## config.mk

```make
export PLATFORM = sky130hd
export DESIGN_NAME = image_stripe_bitstream_decoder_flat
export DESIGN_NICKNAME = d
export VERILOG_FILES = /design/src/sv/isbd_pkg.sv /design/src/sv/isbd_in_if.sv /design/src/sv/isbd_out_if.sv /design/src/sv/isbd_ctrl.sv /design/src/sv/isbd_datapath.sv /design/src/sv/image_stripe_bitstream_decoder.sv /design/src/flat_wrapper.sv
export SDC_FILE = /design/constraint.sdc
export NUM_CORES = 1
export LEC_CHECK = 0
export ABC_CLOCK_PERIOD_IN_PS = 17000
export BUFFER_PORTS_ARGS = -buffer_cell sky130_fd_sc_hd__buf_2
export CORE_ASPECT_RATIO = 2
export CORE_MARGIN = 1.5
export CORE_UTILIZATION = 60
export DETAILED_ROUTE_END_ITERATION = 10
export PLACE_DENSITY = 0.78
export SYNTH_ARGS = -nofsm -noshare
export SYNTH_HDL_FRONTEND = slang
export SYNTH_SLANG_ARGS = --single-unit
```

## constraint.sdc

```tcl
create_clock -name clk -period 17 [get_ports clk]
set_input_delay 2.55 -clock clk [delete_from_list [all_inputs] [get_ports clk]]
set_output_delay 2.55 -clock clk [all_outputs]
set_load 0.02 [all_outputs]
```

## src/sv/isbd_pkg.sv

```systemverilog
package isbd_pkg;

    localparam int STRIPE_WIDTH    = 8;
    localparam int MAX_HEIGHT_DEF  = 1023;
    localparam int RESULT_LIMIT    = 10;
    localparam int BUF_W           = 24;
    localparam int CNT_W           = 5;
    localparam int HEIGHT_W        = 10;
    localparam int COLOR_W         = 8;
    localparam int LEN_W           = 9;
    localparam int RES_CNT_W       = 4;
    localparam int CFG_IDX_W       = 2;
    localparam int CFG_DATA_W      = 10;

    // configuration register indexes
    localparam logic [CFG_IDX_W-1:0] REG_STRIPE_HEIGHT       = 2'd0;
    localparam logic [CFG_IDX_W-1:0] REG_TRANSPARENT_COLOR   = 2'd1;
    localparam logic [CFG_IDX_W-1:0] REG_TRANSPARENCY_ENABLE = 2'd2;

    typedef enum logic [1:0] {
        METHOD_A = 2'd0,
        METHOD_B = 2'd1,
        METHOD_C = 2'd2
    } method_t;

    typedef enum logic [1:0] {
        PH_WAIT  = 2'd0,
        PH_COLOR = 2'd1,
        PH_BITS  = 2'd2
    } phase_t;

    // commands from controller to datapath
    typedef enum logic [2:0] {
        CMD_NONE   = 3'd0,
        CMD_LATCH  = 3'd1,
        CMD_TYPE   = 3'd2,
        CMD_COLOR  = 3'd3,
        CMD_APPEND = 3'd4,
        CMD_CODE   = 3'd5
    } cmd_t;

    // status from datapath to controller
    typedef struct packed {
        logic start_flag;
        logic phase_color;
        logic phase_bits;
        logic slot_free;
        logic code_ready;
        logic code_last;
    } status_t;

    // one result beat
    typedef struct packed {
        logic [COLOR_W-1:0] run_color;
        logic [LEN_W-1:0]   run_length;
        logic               skip_pixels;
        logic               column_order;
        logic               stripe_done;
        logic               bad_type;
        logic               last_of_byte;
    } out_item_t;

    // true when the buffered bits hold a whole code
    function automatic logic code_complete(input logic [BUF_W-1:0] b,
                                           input logic [CNT_W-1:0] c,
                                           input method_t m,
                                           input logic [3:0] lw);
        logic ok;
        ok = 1'b0;
        if (c == 5'd0)
            ok = 1'b0;
        else if (!b[0])
            ok = 1'b1;
        else if (c < 5'd2)
            ok = 1'b0;
        else if (!b[1])
            ok = (c >= ({1'b0, lw} + 5'd2));
        else if (m == METHOD_A)
        begin
            if (c < 5'd5)
                ok = 1'b0;
            else if (b[4:2] != 3'd4)
                ok = 1'b1;
            else
                ok = (c >= 5'd13);
        end
        else
            ok = (c >= 5'd3);
        return ok;
    endfunction

endpackage

```

## src/sv/isbd_in_if.sv

```systemverilog
interface isbd_in_if;
    logic                        valid;
    logic                        ready;
    logic [isbd_pkg::COLOR_W-1:0] src_byte;
    logic                        start_stripe;

    modport source (output valid, output src_byte, output start_stripe, input ready);
    modport sink (input valid, input src_byte, input start_stripe, output ready);
endinterface

```

## src/sv/isbd_out_if.sv

```systemverilog
interface isbd_out_if;
    logic                         valid;
    logic                         ready;
    logic [isbd_pkg::COLOR_W-1:0] run_color;
    logic [isbd_pkg::LEN_W-1:0]   run_length;
    logic                         skip_pixels;
    logic                         column_order;
    logic                         stripe_done;
    logic                         bad_type;
    logic                         last_of_byte;

    modport source (output valid, output run_color, output run_length, output skip_pixels,
                    output column_order, output stripe_done, output bad_type,
                    output last_of_byte, input ready);
    modport sink (input valid, input run_color, input run_length, input skip_pixels,
                  input column_order, input stripe_done, input bad_type,
                  input last_of_byte, output ready);
endinterface

```

## src/sv/isbd_ctrl.sv

```systemverilog
module isbd_ctrl (
    input  logic              clk,
    input  logic              rst_n,
    input  logic              in_valid,
    output logic              in_ready,
    input  isbd_pkg::status_t status,
    output isbd_pkg::cmd_t    cmd
);

    typedef enum logic [2:0] {
        S_IDLE = 3'b001,
        S_LOAD = 3'b010,
        S_CODE = 3'b100
    } state_t;

    state_t state_reg, state_next;

    // state register
    always_ff @(posedge clk or negedge rst_n)
    begin
        if (!rst_n)
            state_reg <= S_IDLE;
        else
            state_reg <= state_next;
    end

    assign in_ready = (state_reg == S_IDLE);

    // sequencing of byte load and code walk
    always_comb
    begin
        state_next = state_reg;
        cmd        = isbd_pkg::CMD_NONE;
        case (state_reg)
            S_IDLE:
            begin
                if (in_valid)
                begin
                    cmd        = isbd_pkg::CMD_LATCH;
                    state_next = S_LOAD;
                end
            end
            S_LOAD:
            begin
                if (status.start_flag)
                begin
                    if (status.slot_free)
                    begin
                        cmd        = isbd_pkg::CMD_TYPE;
                        state_next = S_IDLE;
                    end
                end
                else if (status.phase_color)
                begin
                    if (status.slot_free)
                    begin
                        cmd        = isbd_pkg::CMD_COLOR;
                        state_next = S_IDLE;
                    end
                end
                else if (status.phase_bits)
                begin
                    cmd        = isbd_pkg::CMD_APPEND;
                    state_next = S_CODE;
                end
                else
                    state_next = S_IDLE;
            end
            S_CODE:
            begin
                if (!status.code_ready)
                    state_next = S_IDLE;
                else if (status.slot_free)
                begin
                    cmd = isbd_pkg::CMD_CODE;
                    if (status.code_last)
                        state_next = S_IDLE;
                end
            end
            default:
                state_next = S_IDLE;
        endcase
    end

endmodule

```

## src/sv/isbd_datapath.sv

```systemverilog
module isbd_datapath #(
    parameter int MAX_HEIGHT = isbd_pkg::MAX_HEIGHT_DEF
) (
    input  logic                             clk,
    input  logic                             rst_n,
    input  isbd_pkg::cmd_t                   cmd,
    input  logic [isbd_pkg::COLOR_W-1:0]     src_byte,
    input  logic                             start_stripe,
    input  logic                             cfg_write,
    input  logic [isbd_pkg::CFG_IDX_W-1:0]   cfg_index,
    input  logic [isbd_pkg::CFG_DATA_W-1:0]  cfg_data,
    input  logic                             out_ready,
    output logic                             out_valid,
    output isbd_pkg::out_item_t              out_item,
    output isbd_pkg::status_t                status
);

    localparam int PL_W  = $clog2(isbd_pkg::STRIPE_WIDTH * MAX_HEIGHT + 1);
    localparam int MH_W  = $clog2(MAX_HEIGHT + 1);
    localparam int CMP_W = (MH_W > isbd_pkg::HEIGHT_W) ? MH_W : isbd_pkg::HEIGHT_W;
    localparam int LC_W  = (PL_W > isbd_pkg::LEN_W) ? PL_W : isbd_pkg::LEN_W;
    localparam int SW_SH = $clog2(isbd_pkg::STRIPE_WIDTH);

    // configuration
    logic [isbd_pkg::HEIGHT_W-1:0] height_reg;
    logic [isbd_pkg::COLOR_W-1:0]  tcolor_reg;
    logic                          tenable_reg;

    // decoder state
    logic [isbd_pkg::BUF_W-1:0]     buf_reg, buf_next;
    logic [isbd_pkg::CNT_W-1:0]     cnt_reg, cnt_next;
    logic [isbd_pkg::COLOR_W-1:0]   color_reg, color_next;
    logic                           delta_reg, delta_next;
    logic [PL_W-1:0]                pl_reg, pl_next;
    isbd_pkg::method_t              method_reg, method_next;
    logic [3:0]                     lw_reg, lw_next;
    logic                           tact_reg, tact_next;
    isbd_pkg::phase_t               phase_reg, phase_next;
    logic [isbd_pkg::RES_CNT_W-1:0] rcnt_reg, rcnt_next;
    logic                           ovalid_reg, ovalid_next;

    // latched input beat
    logic [isbd_pkg::COLOR_W-1:0] byte_reg;
    logic                         start_reg;

    isbd_pkg::out_item_t item_reg, item_next;

    // configuration writes
    always_ff @(posedge clk or negedge rst_n)
    begin
        if (!rst_n)
        begin
            height_reg  <= 10'd1;
            tcolor_reg  <= '0;
            tenable_reg <= 1'b0;
        end
        else if (cfg_write)
        begin
            case (cfg_index)
                isbd_pkg::REG_STRIPE_HEIGHT:       height_reg  <= cfg_data;
                isbd_pkg::REG_TRANSPARENT_COLOR:   tcolor_reg  <= cfg_data[7:0];
                isbd_pkg::REG_TRANSPARENCY_ENABLE: tenable_reg <= cfg_data[0];
                default: ;
            endcase
        end
    end

    // code decode on the buffered bits
    logic [3:0]                   dec_use;
    logic [isbd_pkg::COLOR_W-1:0] dec_color;
    logic                         dec_delta;
    logic [isbd_pkg::LEN_W-1:0]   dec_run;
    logic [isbd_pkg::COLOR_W-1:0] lit_mask;
    logic                         dd;

    always_comb
    begin
        lit_mask  = (lw_reg >= 4'd8) ? 8'hFF : 8'((9'd1 << lw_reg[2:0]) - 9'd1);
        dec_use   = 4'd1;
        dec_color = color_reg;
        dec_delta = delta_reg;
        dec_run   = 9'd1;
        dd        = delta_reg ^ buf_reg[2];
        if (buf_reg[0])
        begin
            if (!buf_reg[1])
            begin
                dec_use   = lw_reg + 4'd2;
                dec_color = buf_reg[9:2] & lit_mask;
                if (method_reg != isbd_pkg::METHOD_A)
                    dec_delta = 1'b1;
            end
            else if (method_reg == isbd_pkg::METHOD_A)
            begin
                if (buf_reg[4:2] != 3'd4)
                begin
                    dec_use   = 4'd5;
                    dec_color = color_reg + {5'd0, buf_reg[4:2]} + 8'd252;
                end
                else
                begin
                    dec_use = 4'd13;
                    dec_run = (buf_reg[12:5] == 8'd0) ? 9'd256 : {1'b0, buf_reg[12:5]};
                end
            end
            else
            begin
                dec_use   = 4'd3;
                dec_delta = dd;
                dec_color = color_reg + (dd ? 8'hFF : 8'h01);
            end
        end
    end

    // run length clip against the pixels left
    logic [isbd_pkg::LEN_W-1:0]   run_len;
    logic [LC_W-1:0]              clip_len;
    logic [PL_W-1:0]              pl_after;
    logic                         run_done;
    logic [isbd_pkg::BUF_W-1:0]   code_buf;
    logic [isbd_pkg::CNT_W-1:0]   code_cnt;
    logic                         cur_complete, next_complete;

    always_comb
    begin
        run_len  = (cmd == isbd_pkg::CMD_COLOR) ? 9'd1 : dec_run;
        clip_len = LC_W'(run_len);
        if (clip_len > LC_W'(pl_reg))
            clip_len = LC_W'(pl_reg);
        pl_after = pl_reg - PL_W'(clip_len);
        run_done = (pl_after == '0);
        code_buf = buf_reg >> dec_use;
        code_cnt = cnt_reg - isbd_pkg::CNT_W'(dec_use);
        cur_complete  = isbd_pkg::code_complete(buf_reg, cnt_reg, method_reg, lw_reg);
        next_complete = isbd_pkg::code_complete(code_buf, code_cnt, method_reg, lw_reg);
    end

    // type byte decode
    logic [4:0]         grp;
    logic [3:0]         wid;
    logic               type_ok;
    logic               type_trans;
    isbd_pkg::method_t  type_method;
    logic [CMP_W-1:0]   h_sat;

    always_comb
    begin
        grp         = 5'((16'(byte_reg) * 16'd205) >> 11);
        wid         = 4'(byte_reg - 8'({3'd0, grp} * 8'd10));
        type_ok     = (wid inside {[4'd4:4'd8]});
        type_trans  = 1'b0;
        type_method = isbd_pkg::METHOD_A;
        case (grp)
            5'd1:  type_method = isbd_pkg::METHOD_C;
            5'd3:
            begin
                type_method = isbd_pkg::METHOD_C;
                type_trans  = 1'b1;
            end
            5'd2:  type_method = isbd_pkg::METHOD_B;
            5'd4:
            begin
                type_method = isbd_pkg::METHOD_B;
                type_trans  = 1'b1;
            end
            5'd6, 5'd10: type_method = isbd_pkg::METHOD_A;
            5'd8, 5'd12:
            begin
                type_method = isbd_pkg::METHOD_A;
                type_trans  = 1'b1;
            end
            default: type_ok = 1'b0;
        endcase
        h_sat = CMP_W'(height_reg);
        if (h_sat == '0)
            h_sat = CMP_W'(1);
        if (h_sat > CMP_W'(MAX_HEIGHT))
            h_sat = CMP_W'(MAX_HEIGHT);
    end

    // state update per command
    always_comb
    begin
        buf_next    = buf_reg;
        cnt_next    = cnt_reg;
        color_next  = color_reg;
        delta_next  = delta_reg;
        pl_next     = pl_reg;
        method_next = method_reg;
        lw_next     = lw_reg;
        tact_next   = tact_reg;
        phase_next  = phase_reg;
        rcnt_next   = rcnt_reg;
        item_next   = item_reg;
        ovalid_next = ovalid_reg;
        if (out_ready)
            ovalid_next = 1'b0;
        case (cmd)
            isbd_pkg::CMD_TYPE:
            begin
                buf_next = '0;
                cnt_next = '0;
                if (!type_ok)
                begin
                    method_next = isbd_pkg::METHOD_A;
                    lw_next     = '0;
                    tact_next   = 1'b0;
                    pl_next     = '0;
                    phase_next  = isbd_pkg::PH_WAIT;
                    item_next   = '0;
                    item_next.stripe_done  = 1'b1;
                    item_next.bad_type     = 1'b1;
                    item_next.last_of_byte = 1'b1;
                    ovalid_next = 1'b1;
                end
                else
                begin
                    method_next = type_method;
                    lw_next     = wid;
                    tact_next   = type_trans & tenable_reg;
                    pl_next     = PL_W'(h_sat) << SW_SH;
                    delta_next  = 1'b1;
                    phase_next  = isbd_pkg::PH_COLOR;
                end
            end
            isbd_pkg::CMD_COLOR:
            begin
                color_next  = byte_reg;
                phase_next  = isbd_pkg::PH_BITS;
                pl_next     = pl_after;
                item_next.run_color    = byte_reg;
                item_next.run_length   = isbd_pkg::LEN_W'(clip_len);
                item_next.skip_pixels  = tact_reg & (byte_reg == tcolor_reg);
                item_next.column_order = (method_reg == isbd_pkg::METHOD_C);
                item_next.stripe_done  = run_done;
                item_next.bad_type     = 1'b0;
                item_next.last_of_byte = 1'b1;
                ovalid_next = 1'b1;
                if (run_done)
                begin
                    phase_next = isbd_pkg::PH_WAIT;
                    buf_next   = '0;
                    cnt_next   = '0;
                end
            end
            isbd_pkg::CMD_APPEND:
            begin
                buf_next  = buf_reg | (isbd_pkg::BUF_W'(byte_reg) << cnt_reg[3:0]);
                cnt_next  = cnt_reg + 5'd8;
                rcnt_next = '0;
            end
            isbd_pkg::CMD_CODE:
            begin
                buf_next   = code_buf;
                cnt_next   = code_cnt;
                color_next = dec_color;
                delta_next = dec_delta;
                pl_next    = pl_after;
                rcnt_next  = rcnt_reg + 4'd1;
                item_next.run_color    = dec_color;
                item_next.run_length   = isbd_pkg::LEN_W'(clip_len);
                item_next.skip_pixels  = tact_reg & (dec_color == tcolor_reg);
                item_next.column_order = (method_reg == isbd_pkg::METHOD_C);
                item_next.stripe_done  = run_done;
                item_next.bad_type     = 1'b0;
                item_next.last_of_byte = status.code_last;
                ovalid_next = 1'b1;
                if (run_done)
                begin
                    phase_next = isbd_pkg::PH_WAIT;
                    buf_next   = '0;
                    cnt_next   = '0;
                end
            end
            default: ;
        endcase
    end

    // decoder state registers
    always_ff @(posedge clk or negedge rst_n)
    begin
        if (!rst_n)
        begin
            buf_reg    <= '0;
            cnt_reg    <= '0;
            color_reg  <= '0;
            delta_reg  <= 1'b1;
            pl_reg     <= '0;
            method_reg <= isbd_pkg::METHOD_A;
            lw_reg     <= '0;
            tact_reg   <= 1'b0;
            phase_reg  <= isbd_pkg::PH_WAIT;
            rcnt_reg   <= '0;
            ovalid_reg <= 1'b0;
        end
        else
        begin
            buf_reg    <= buf_next;
            cnt_reg    <= cnt_next;
            color_reg  <= color_next;
            delta_reg  <= delta_next;
            pl_reg     <= pl_next;
            method_reg <= method_next;
            lw_reg     <= lw_next;
            tact_reg   <= tact_next;
            phase_reg  <= phase_next;
            rcnt_reg   <= rcnt_next;
            ovalid_reg <= ovalid_next;
        end
    end

    // payload registers
    always_ff @(posedge clk)
    begin
        item_reg <= item_next;
        if (cmd == isbd_pkg::CMD_LATCH)
        begin
            byte_reg  <= src_byte;
            start_reg <= start_stripe;
        end
    end

    // status towards the controller
    always_comb
    begin
        status.start_flag  = start_reg;
        status.phase_color = (phase_reg == isbd_pkg::PH_COLOR);
        status.phase_bits  = (phase_reg == isbd_pkg::PH_BITS);
        status.slot_free   = !ovalid_reg || out_ready;
        status.code_ready  = (phase_reg == isbd_pkg::PH_BITS) &&
                             (rcnt_reg < 4'(isbd_pkg::RESULT_LIMIT)) && cur_complete;
        status.code_last   = run_done || (rcnt_reg == 4'(isbd_pkg::RESULT_LIMIT - 1)) ||
                             !next_complete;
    end

    assign out_valid = ovalid_reg;
    assign out_item  = item_reg;

endmodule

```

## src/sv/image_stripe_bitstream_decoder.sv

```systemverilog
// Stripe decoder: takes one stripe byte per input beat (type byte marked by start_stripe,
// then the start colour, then the bitstream) and gives one output beat per run of one
// colour, with last_of_byte on the final run a byte causes. A byte is latched when taken
// and handled in the load state; a type or colour byte is then done once the output slot
// is free, and a bitstream byte moves on to the code walk, where the code decoder handles
// one code per cycle while the output slot is free, giving up to 10 runs per byte. The next
// byte is accepted while the last run still waits in the output register.
// Configuration is to be written through cfg_write/cfg_index/cfg_data only while the block
// is idle; the block itself does not enforce this.
module image_stripe_bitstream_decoder #(
    parameter int MAX_HEIGHT = isbd_pkg::MAX_HEIGHT_DEF
) (
    input  logic                            clk,
    input  logic                            rst_n,
    input  logic                            cfg_write,
    input  logic [isbd_pkg::CFG_IDX_W-1:0]  cfg_index,
    input  logic [isbd_pkg::CFG_DATA_W-1:0] cfg_data,
    isbd_in_if.sink                         in_ch,
    isbd_out_if.source                      out_ch
);

    isbd_pkg::cmd_t      cmd;
    isbd_pkg::status_t   status;
    isbd_pkg::out_item_t out_item;

    // controller
    isbd_ctrl u_ctrl (
        .clk      (clk),
        .rst_n    (rst_n),
        .in_valid (in_ch.valid),
        .in_ready (in_ch.ready),
        .status   (status),
        .cmd      (cmd)
    );

    // datapath
    isbd_datapath #(
        .MAX_HEIGHT (MAX_HEIGHT)
    ) u_datapath (
        .clk          (clk),
        .rst_n        (rst_n),
        .cmd          (cmd),
        .src_byte     (in_ch.src_byte),
        .start_stripe (in_ch.start_stripe),
        .cfg_write    (cfg_write),
        .cfg_index    (cfg_index),
        .cfg_data     (cfg_data),
        .out_ready    (out_ch.ready),
        .out_valid    (out_ch.valid),
        .out_item     (out_item),
        .status       (status)
    );

    // result beat onto the output channel
    assign out_ch.run_color    = out_item.run_color;
    assign out_ch.run_length   = out_item.run_length;
    assign out_ch.skip_pixels  = out_item.skip_pixels;
    assign out_ch.column_order = out_item.column_order;
    assign out_ch.stripe_done  = out_item.stripe_done;
    assign out_ch.bad_type     = out_item.bad_type;
    assign out_ch.last_of_byte = out_item.last_of_byte;

endmodule

```

## src/flat_wrapper.sv

```systemverilog
// flat-port wrapper written by rule: the top's interface ports become plain ports
module image_stripe_bitstream_decoder_flat 
#(
    parameter int MAX_HEIGHT = isbd_pkg::MAX_HEIGHT_DEF
)
  (clk, rst_n, cfg_write, cfg_index, cfg_data, in_ch_valid, in_ch_src_byte, in_ch_start_stripe, in_ch_ready, out_ch_valid, out_ch_run_color, out_ch_run_length, out_ch_skip_pixels, out_ch_column_order, out_ch_stripe_done, out_ch_bad_type, out_ch_last_of_byte, out_ch_ready);
  isbd_in_if in_ch_i ();
  isbd_out_if out_ch_i ();
  input  logic clk;
  input  logic rst_n;
  input  logic cfg_write;
  input  logic [isbd_pkg::CFG_IDX_W-1:0] cfg_index;
  input  logic [isbd_pkg::CFG_DATA_W-1:0] cfg_data;
  input wire logic [$bits(in_ch_i.valid)-1:0] in_ch_valid;
  input wire logic [$bits(in_ch_i.src_byte)-1:0] in_ch_src_byte;
  input wire logic [$bits(in_ch_i.start_stripe)-1:0] in_ch_start_stripe;
  output wire logic [$bits(in_ch_i.ready)-1:0] in_ch_ready;
  output wire logic [$bits(out_ch_i.valid)-1:0] out_ch_valid;
  output wire logic [$bits(out_ch_i.run_color)-1:0] out_ch_run_color;
  output wire logic [$bits(out_ch_i.run_length)-1:0] out_ch_run_length;
  output wire logic [$bits(out_ch_i.skip_pixels)-1:0] out_ch_skip_pixels;
  output wire logic [$bits(out_ch_i.column_order)-1:0] out_ch_column_order;
  output wire logic [$bits(out_ch_i.stripe_done)-1:0] out_ch_stripe_done;
  output wire logic [$bits(out_ch_i.bad_type)-1:0] out_ch_bad_type;
  output wire logic [$bits(out_ch_i.last_of_byte)-1:0] out_ch_last_of_byte;
  input wire logic [$bits(out_ch_i.ready)-1:0] out_ch_ready;
  assign in_ch_i.valid = in_ch_valid;
  assign in_ch_i.src_byte = in_ch_src_byte;
  assign in_ch_i.start_stripe = in_ch_start_stripe;
  assign in_ch_ready = in_ch_i.ready;
  assign out_ch_valid = out_ch_i.valid;
  assign out_ch_run_color = out_ch_i.run_color;
  assign out_ch_run_length = out_ch_i.run_length;
  assign out_ch_skip_pixels = out_ch_i.skip_pixels;
  assign out_ch_column_order = out_ch_i.column_order;
  assign out_ch_stripe_done = out_ch_i.stripe_done;
  assign out_ch_bad_type = out_ch_i.bad_type;
  assign out_ch_last_of_byte = out_ch_i.last_of_byte;
  assign out_ch_i.ready = out_ch_ready;
  image_stripe_bitstream_decoder #(.MAX_HEIGHT(MAX_HEIGHT)) u_core (.clk(clk), .rst_n(rst_n), .cfg_write(cfg_write), .cfg_index(cfg_index), .cfg_data(cfg_data), .in_ch(in_ch_i), .out_ch(out_ch_i));
endmodule
```

; ---- Word level (Yosys, flattened, before mapping)
; Index checks and enable logic that the tools add are counted.
[totals]
regBits = 118
inputBits = 26
out_inout_bits = 24
elab_cells = 215
[classes]
n_addsub = 11
mul = 2
magnitude_cmp = 16
eq_ne = 36
shifts = 3
n_mux = 82
n_bitwise = 6
n_reduce_logical = 35
[ops]
columns = cell, n
row1 = one-hot mux 24 bit (4 select lines), 1
row2 = one-hot mux 22 bit (3 select lines), 1
row3 = two-way mux 9 bit, 6
row4 = two-way mux 24 bit, 2
row5 = two-way mux 8 bit, 6
row6 = two-way mux 3 bit, 13
row7 = two-way mux 1 bit, 26
row8 = two-way mux 13 bit, 2
row9 = one-hot mux 13 bit (2 select lines), 1
row10 = bitwise OR 24 bit, 1
row11 = left shift 8 x 4 -> 24 bit, 1
row12 = >> shifter 24 x 4 -> 24 bit, 1
row13 = two-way mux 22 bit, 1
row14 = two-way mux 10 bit, 2
row15 = two-way mux 4 bit, 5
row16 = one-hot mux 5 bit (4 select lines), 1
row17 = one-hot mux 3 bit (3 select lines), 2
row18 = equality test 8 bit, 2
row19 = multiplier 8 x 8 -> 16 bit (second input constant), 1
row20 = one-hot mux 8 bit (2 select lines), 1
row21 = equality test 5 x 4 -> 1 bit (second input constant), 3
row22 = greater-than comparator 9 x 13 -> 1 bit, 1
row23 = logical NOT 13 bit, 1
row24 = subtractor 13 bit, 1
row25 = 59 further kinds, 109

; ---- Logic depth before layout (Yosys ltp)
[logic_depth]
ltp_word = 23
mapped_depth = 28

; ---- Modules after synthesis
; From an unflattened synthesis, not the netlist that was laid out.
[hier_totals]
cells_unflattened = 1132
hier_area_um2 = 10166.0
[by_module_without_submodules]
columns = module, n_inst, cells_per_inst, area_each_um2, seq_area_each_um2
row1 = isbd_datapath, 1, 1105, 9940.8, 3035.4
row2 = isbd_ctrl, 1, 27, 225.2, 76.3

; ---- Least setup slack after synthesis
; Ideal clock, no wire load.
[synth_path]
path_type = input -> register
startpoint = in out_ch_ready
endpoint = reg u_core.u_datapath.buf_reg[12] (netlist bit)
arrival_time_ps = 7874
t_required_ps = 16874
path_slack_ps = 9000
path_stages = 25
path_buffers = 1
path_cell_list = nor2b_1 nor4b_1 clkbuf_1 nor3_1 and2_1 ha_1 nor2b_1 o21ai_0 nand2b_1 a21oi_1 o21ai_0 nor2_1 nor2_1 mux2i_1 ha_1 inv_1 fa_1 a211oi_2 o21bai_1 a211o_1 a221oi_2 o2111ai_1 a2111oi_4 o22ai_1 a221o_1
[synth_via]
elab_chain_len = 13
[synth_rtl]
columns = element, line
row1 = from (decl), flat_wrapper.sv:26  ; input wire logic [$bits(out_ch_i.ready)-1:0] out_ch_ready;
row2 = logical OR 1 bit (*), isbd_datapath.sv:329  ; status.slot_free = !ovalid_reg || out_ready;
row3 = two-way mux 2 bit, isbd_ctrl.sv:55  ; if (status.slot_free)
row4 = two-way mux 3 bit, isbd_ctrl.sv:53  ; else if (status.phase_color)
row5 = two-way mux 3 bit, isbd_ctrl.sv:45  ; if (status.start_flag)
row6 = one-hot mux 3 bit (3 select lines) (*), isbd_ctrl.sv:34  ; case (state_reg)
row7 = equality test 3 x 2 -> 1 bit, "isbd_datapath.sv:126, isbd_datapath.sv:198"
row8 = two-way mux 9 bit, isbd_datapath.sv:126  ; run_len = (cmd == isbd_pkg::CMD_COLOR) ? 9'd1 : dec_run;
row9 = greater-than comparator 9 x 13 -> 1 bit, isbd_datapath.sv:128  ; if (clip_len > LC_W'(pl_reg))
row10 = two-way mux 13 bit, isbd_datapath.sv:128
row11 = subtractor 13 bit, isbd_datapath.sv:130  ; pl_after = pl_reg - PL_W'(clip_len);
row12 = logical NOT 13 bit, isbd_datapath.sv:131  ; run_done = (pl_after == '0);
row13 = two-way mux 24 bit or inequality test 2 bit (tied branches), n/a
row14 = one-hot mux 24 bit (4 select lines) or AND reduction 2 bit (tied branches), n/a
row15 = to (signal assigned), isbd_datapath.sv:298  ; buf_reg <= buf_next;
row16 = to (decl), isbd_datapath.sv:30  ; logic [isbd_pkg::BUF_W-1:0] buf_reg, buf_next;
; Every way passes the cells marked *; elsewhere a longest branch is shown, timed or not.
; A chain may end at the register's enable or synchronous reset.

; ---- Worst setup path after layout
[layout_path]
startpoint = in out_ch_ready
endpoint = reg u_core.u_datapath.buf_reg[19] (netlist bit)
; Same word-level chain as after synthesis.

==> results.md <==
* Status: finished, final reports clean
* Sequential Area at 3110 um^2
* CTS Root Cell: clkbuf_16
* Final Hold Viols at 0
* EDFF count, synth at 31
* Post CTS Setup Buffer Count at 0
* H-tree depth at 4
* N_diodes at 0
* DRT iter0 DRCs at 896
* Library cells used by synthesis at 93
* Initial antenna violation count at 0
* Asr flop ratio synth at 0.737
* Most common cell in the netlist: nand2_1
* Die footprint at 18800 um^2
* Vias at 9992
* Row count at 69
* Top_reg_cell synth: dfrtp_1
* Period minus WS final at 9310 ps
* NumNets Final at 1377
* Layout cells sized above 1 at 0.125
* Cts bufs inserted at 17
* Synth area leader: dfrtp_1
* # fillers at 1464
* Metal3 WL at 2090 um
* Routed met1 length at 12600 um
* First-pass GRT wire length at 52000 um
* RSZ-0062 raised after global routing: false
* Max Clock Freq at 107 MHz
* Final setup viols at 0
* # port buffers at 49
* Clock-pin slew on the worst setup and hold paths at 60 ps
* Fin util at 0.661
* CTS tree: yes
* Peak VDD IR at 332 uV
* Post-CTS Resized at 0
* Skew final at 16.0 ps
* Synth Register Bits at 118
* Critical path class: input port to flip-flop
* Starting Density at 0.610
* Synthesis Warnings at 0
* Syn nets at 1362
* Cells after Synth at 1226
* Worst Setup Start Kind: input port
* Final period util at 0.548
* Setup TNS at 0 ps
* Hold_ws at 521 ps
* Gr usage total at 0.351
* Post-route ant nets at 0
* Synth cell count leaders: nand2_1, ha_1, inv_1
* WL final at 32000 um
* I/O pin count at 50
* Hold WC Path Type: flip-flop to flip-flop
* Number of flip-flops in the largest register at 24
* DP Area at 11100 um^2
* Die width at 97.6 um
* Hold buffers post-CTS at 0
* Critical Path RT at 17240 ps
* Vias in the first global route at 9822
* DRC at 0
* Core area at 17600 um^2
* Post-synth top area share at 0.196
* Clock Sink Count at 118
* Max Slew Vio Count at 0
* Maximum clock path buffer count at 2
* Routed len/inst at 21.8 um
* Die Y at 192 um
* Power density over the cells at 240 nW/um^2
* Max cap viols at 0
* Crit path arrival time at 9550 ps
* Synthesis-to-finish area growth at 8.46%
* DR vias/cell at 6.81
* Combined area of the multi-input logic cells at 6990 um^2
* Sequential share of the synthesized area at 0.290
* Slew margin rel. at 0.101
* Post-DP HPWL at 23800 um
* Synthesized cell area at 10700 um^2
* Crit. End Element: flip-flop
* Gpl congestion at 0.977
* CP Max Fanout at 21
* Avg Inst Size Synth at 8.76 um^2
* Routed wl met2 at 15800 um
* Least-Margin Pin Slew at 1340 ps
* DR top layer: met4
* Pleak at 5.03 nW
* Worst skew pair latency at 430 ps
* Total design power at 2.79 mW
* Grt ovf at 0
* Final instance area at 11600 um^2
* TritonRoute pass-1 iters at 6
* Pin count of the biggest net entering global routing at 54
* Synth area leaders: dfrtp_1, ha_1, edfxtp_1
[where the power goes]
part / total [mW] / switching (mW) / internal [mW]
Combinational: 1.91 / 1.14 / 0.771
Clock: 0.354 / 0.144 / 0.210
Sequential: 0.531 / 0.157 / 0.374
Total: 2.79 / 1.44 / 1.36
[layout make-up]
cell class | count | share of cell area
timing repair buffer | 60 | 0.0284
clock inverter | 13 | 0.0104
inverter | 100 | 0.0322
tap | 213 | 0.0229
sequential | 118 | 0.267
multi-input combinational | 944 | 0.600
clock buffer | 19 | 0.0389
[cell families after synthesis]
| family | Yosys count | synth area share |
|---|---|---|
| AND/OR/NAND/NOR | 373 | 0.176 |
| AO/OA/AOI/OAI | 352 | 0.224 |
| buffers and inverters | 164 | 0.0603 |
| flip-flops | 118 | 0.290 |
| adder cells (fa/ha/maj) | 110 | 0.139 |
| multiplexers | 75 | 0.0831 |
| XOR/XNOR | 34 | 0.0277 |
[layout by cell type (no fill, tap or decap), types with 13 or more instances in the layout]
cell         n
a211oi_1    21
a21o_1      19
a21oi_1     67
a221o_1     14
a31oi_1     13
buf_2       48
clkbuf_16   17
dfrtp_1     84
edfxtp_1    31
fa_1        16
ha_1        94
inv_1       94
mux2_2      23
mux2i_1     43
nand2_1    110
nand2b_1    16
nand3_1     25
nor2_1      75
nor2b_1     16
nor3_1      31
nor4_1      16
o21ai_0     82
o22ai_1     23
xnor2_1     22
[critical path, cell delays in order]
cell       delay, ps
buf_2            110
nor2b_1          280
nor4b_2           90
buf_4            200
nor3_1           440
and2_1           230
ha_1             150
nor2b_1          120
o21ai_0           80
nand2b_1          80
a21oi_1           60
o21ai_0          150
nor2_1            60
nor2_1           760
mux2i_1          300
ha_1             200
inv_1             60
fa_1             430
a211oi_2         280
o21bai_1         110
a211o_1          330
a221oi_2         290
o2111ai_1        200
a2111oi_4        570
nor2_1           110
nor2_1          1020
o21ai_0          260
[per-stage QoR]
step / instances / worst slack (ps)
2_1_floorplan: 1226 / 9000
3_3_place_gp: 1435 / 7690
3_5_place_dp: 1435 / 7490
4_1_cts: 1467 / 7820
5_1_grt: 1467 / 7110
6_report: 1467 / 7690
[routing by layer]
metal,up-vias,GRT usage
li1,4552,-
met1,4841,0.442
met2,477,0.593
met3,122,0.0411
met4,0,0.177
met5,-,0
[worst paths after layout]
path | from | endpoint | slack, ps | cells after the start
hold / removal | u_core.u_datapath.phase_reg[0] | u_core.u_datapath.phase_reg[0] | 520 | 2
max in group asynchronous | rst_n | u_core.u_datapath.rcnt_reg[1] | 13820 | 2
setup / recovery | out_ch_ready | u_core.u_datapath.buf_reg[19] | 7690 | 27
hold reg to reg | u_core.u_datapath.phase_reg[0] | u_core.u_datapath.phase_reg[0] | 520 | 2
setup reg to reg | u_core.u_datapath.buf_reg[0] | u_core.u_datapath.buf_reg[19] | 8920 | 24
min in group asynchronous | rst_n | u_core.u_datapath.buf_reg[10] | 2090 | 1
Note: power is estimated with default switching activity, not from simulation.
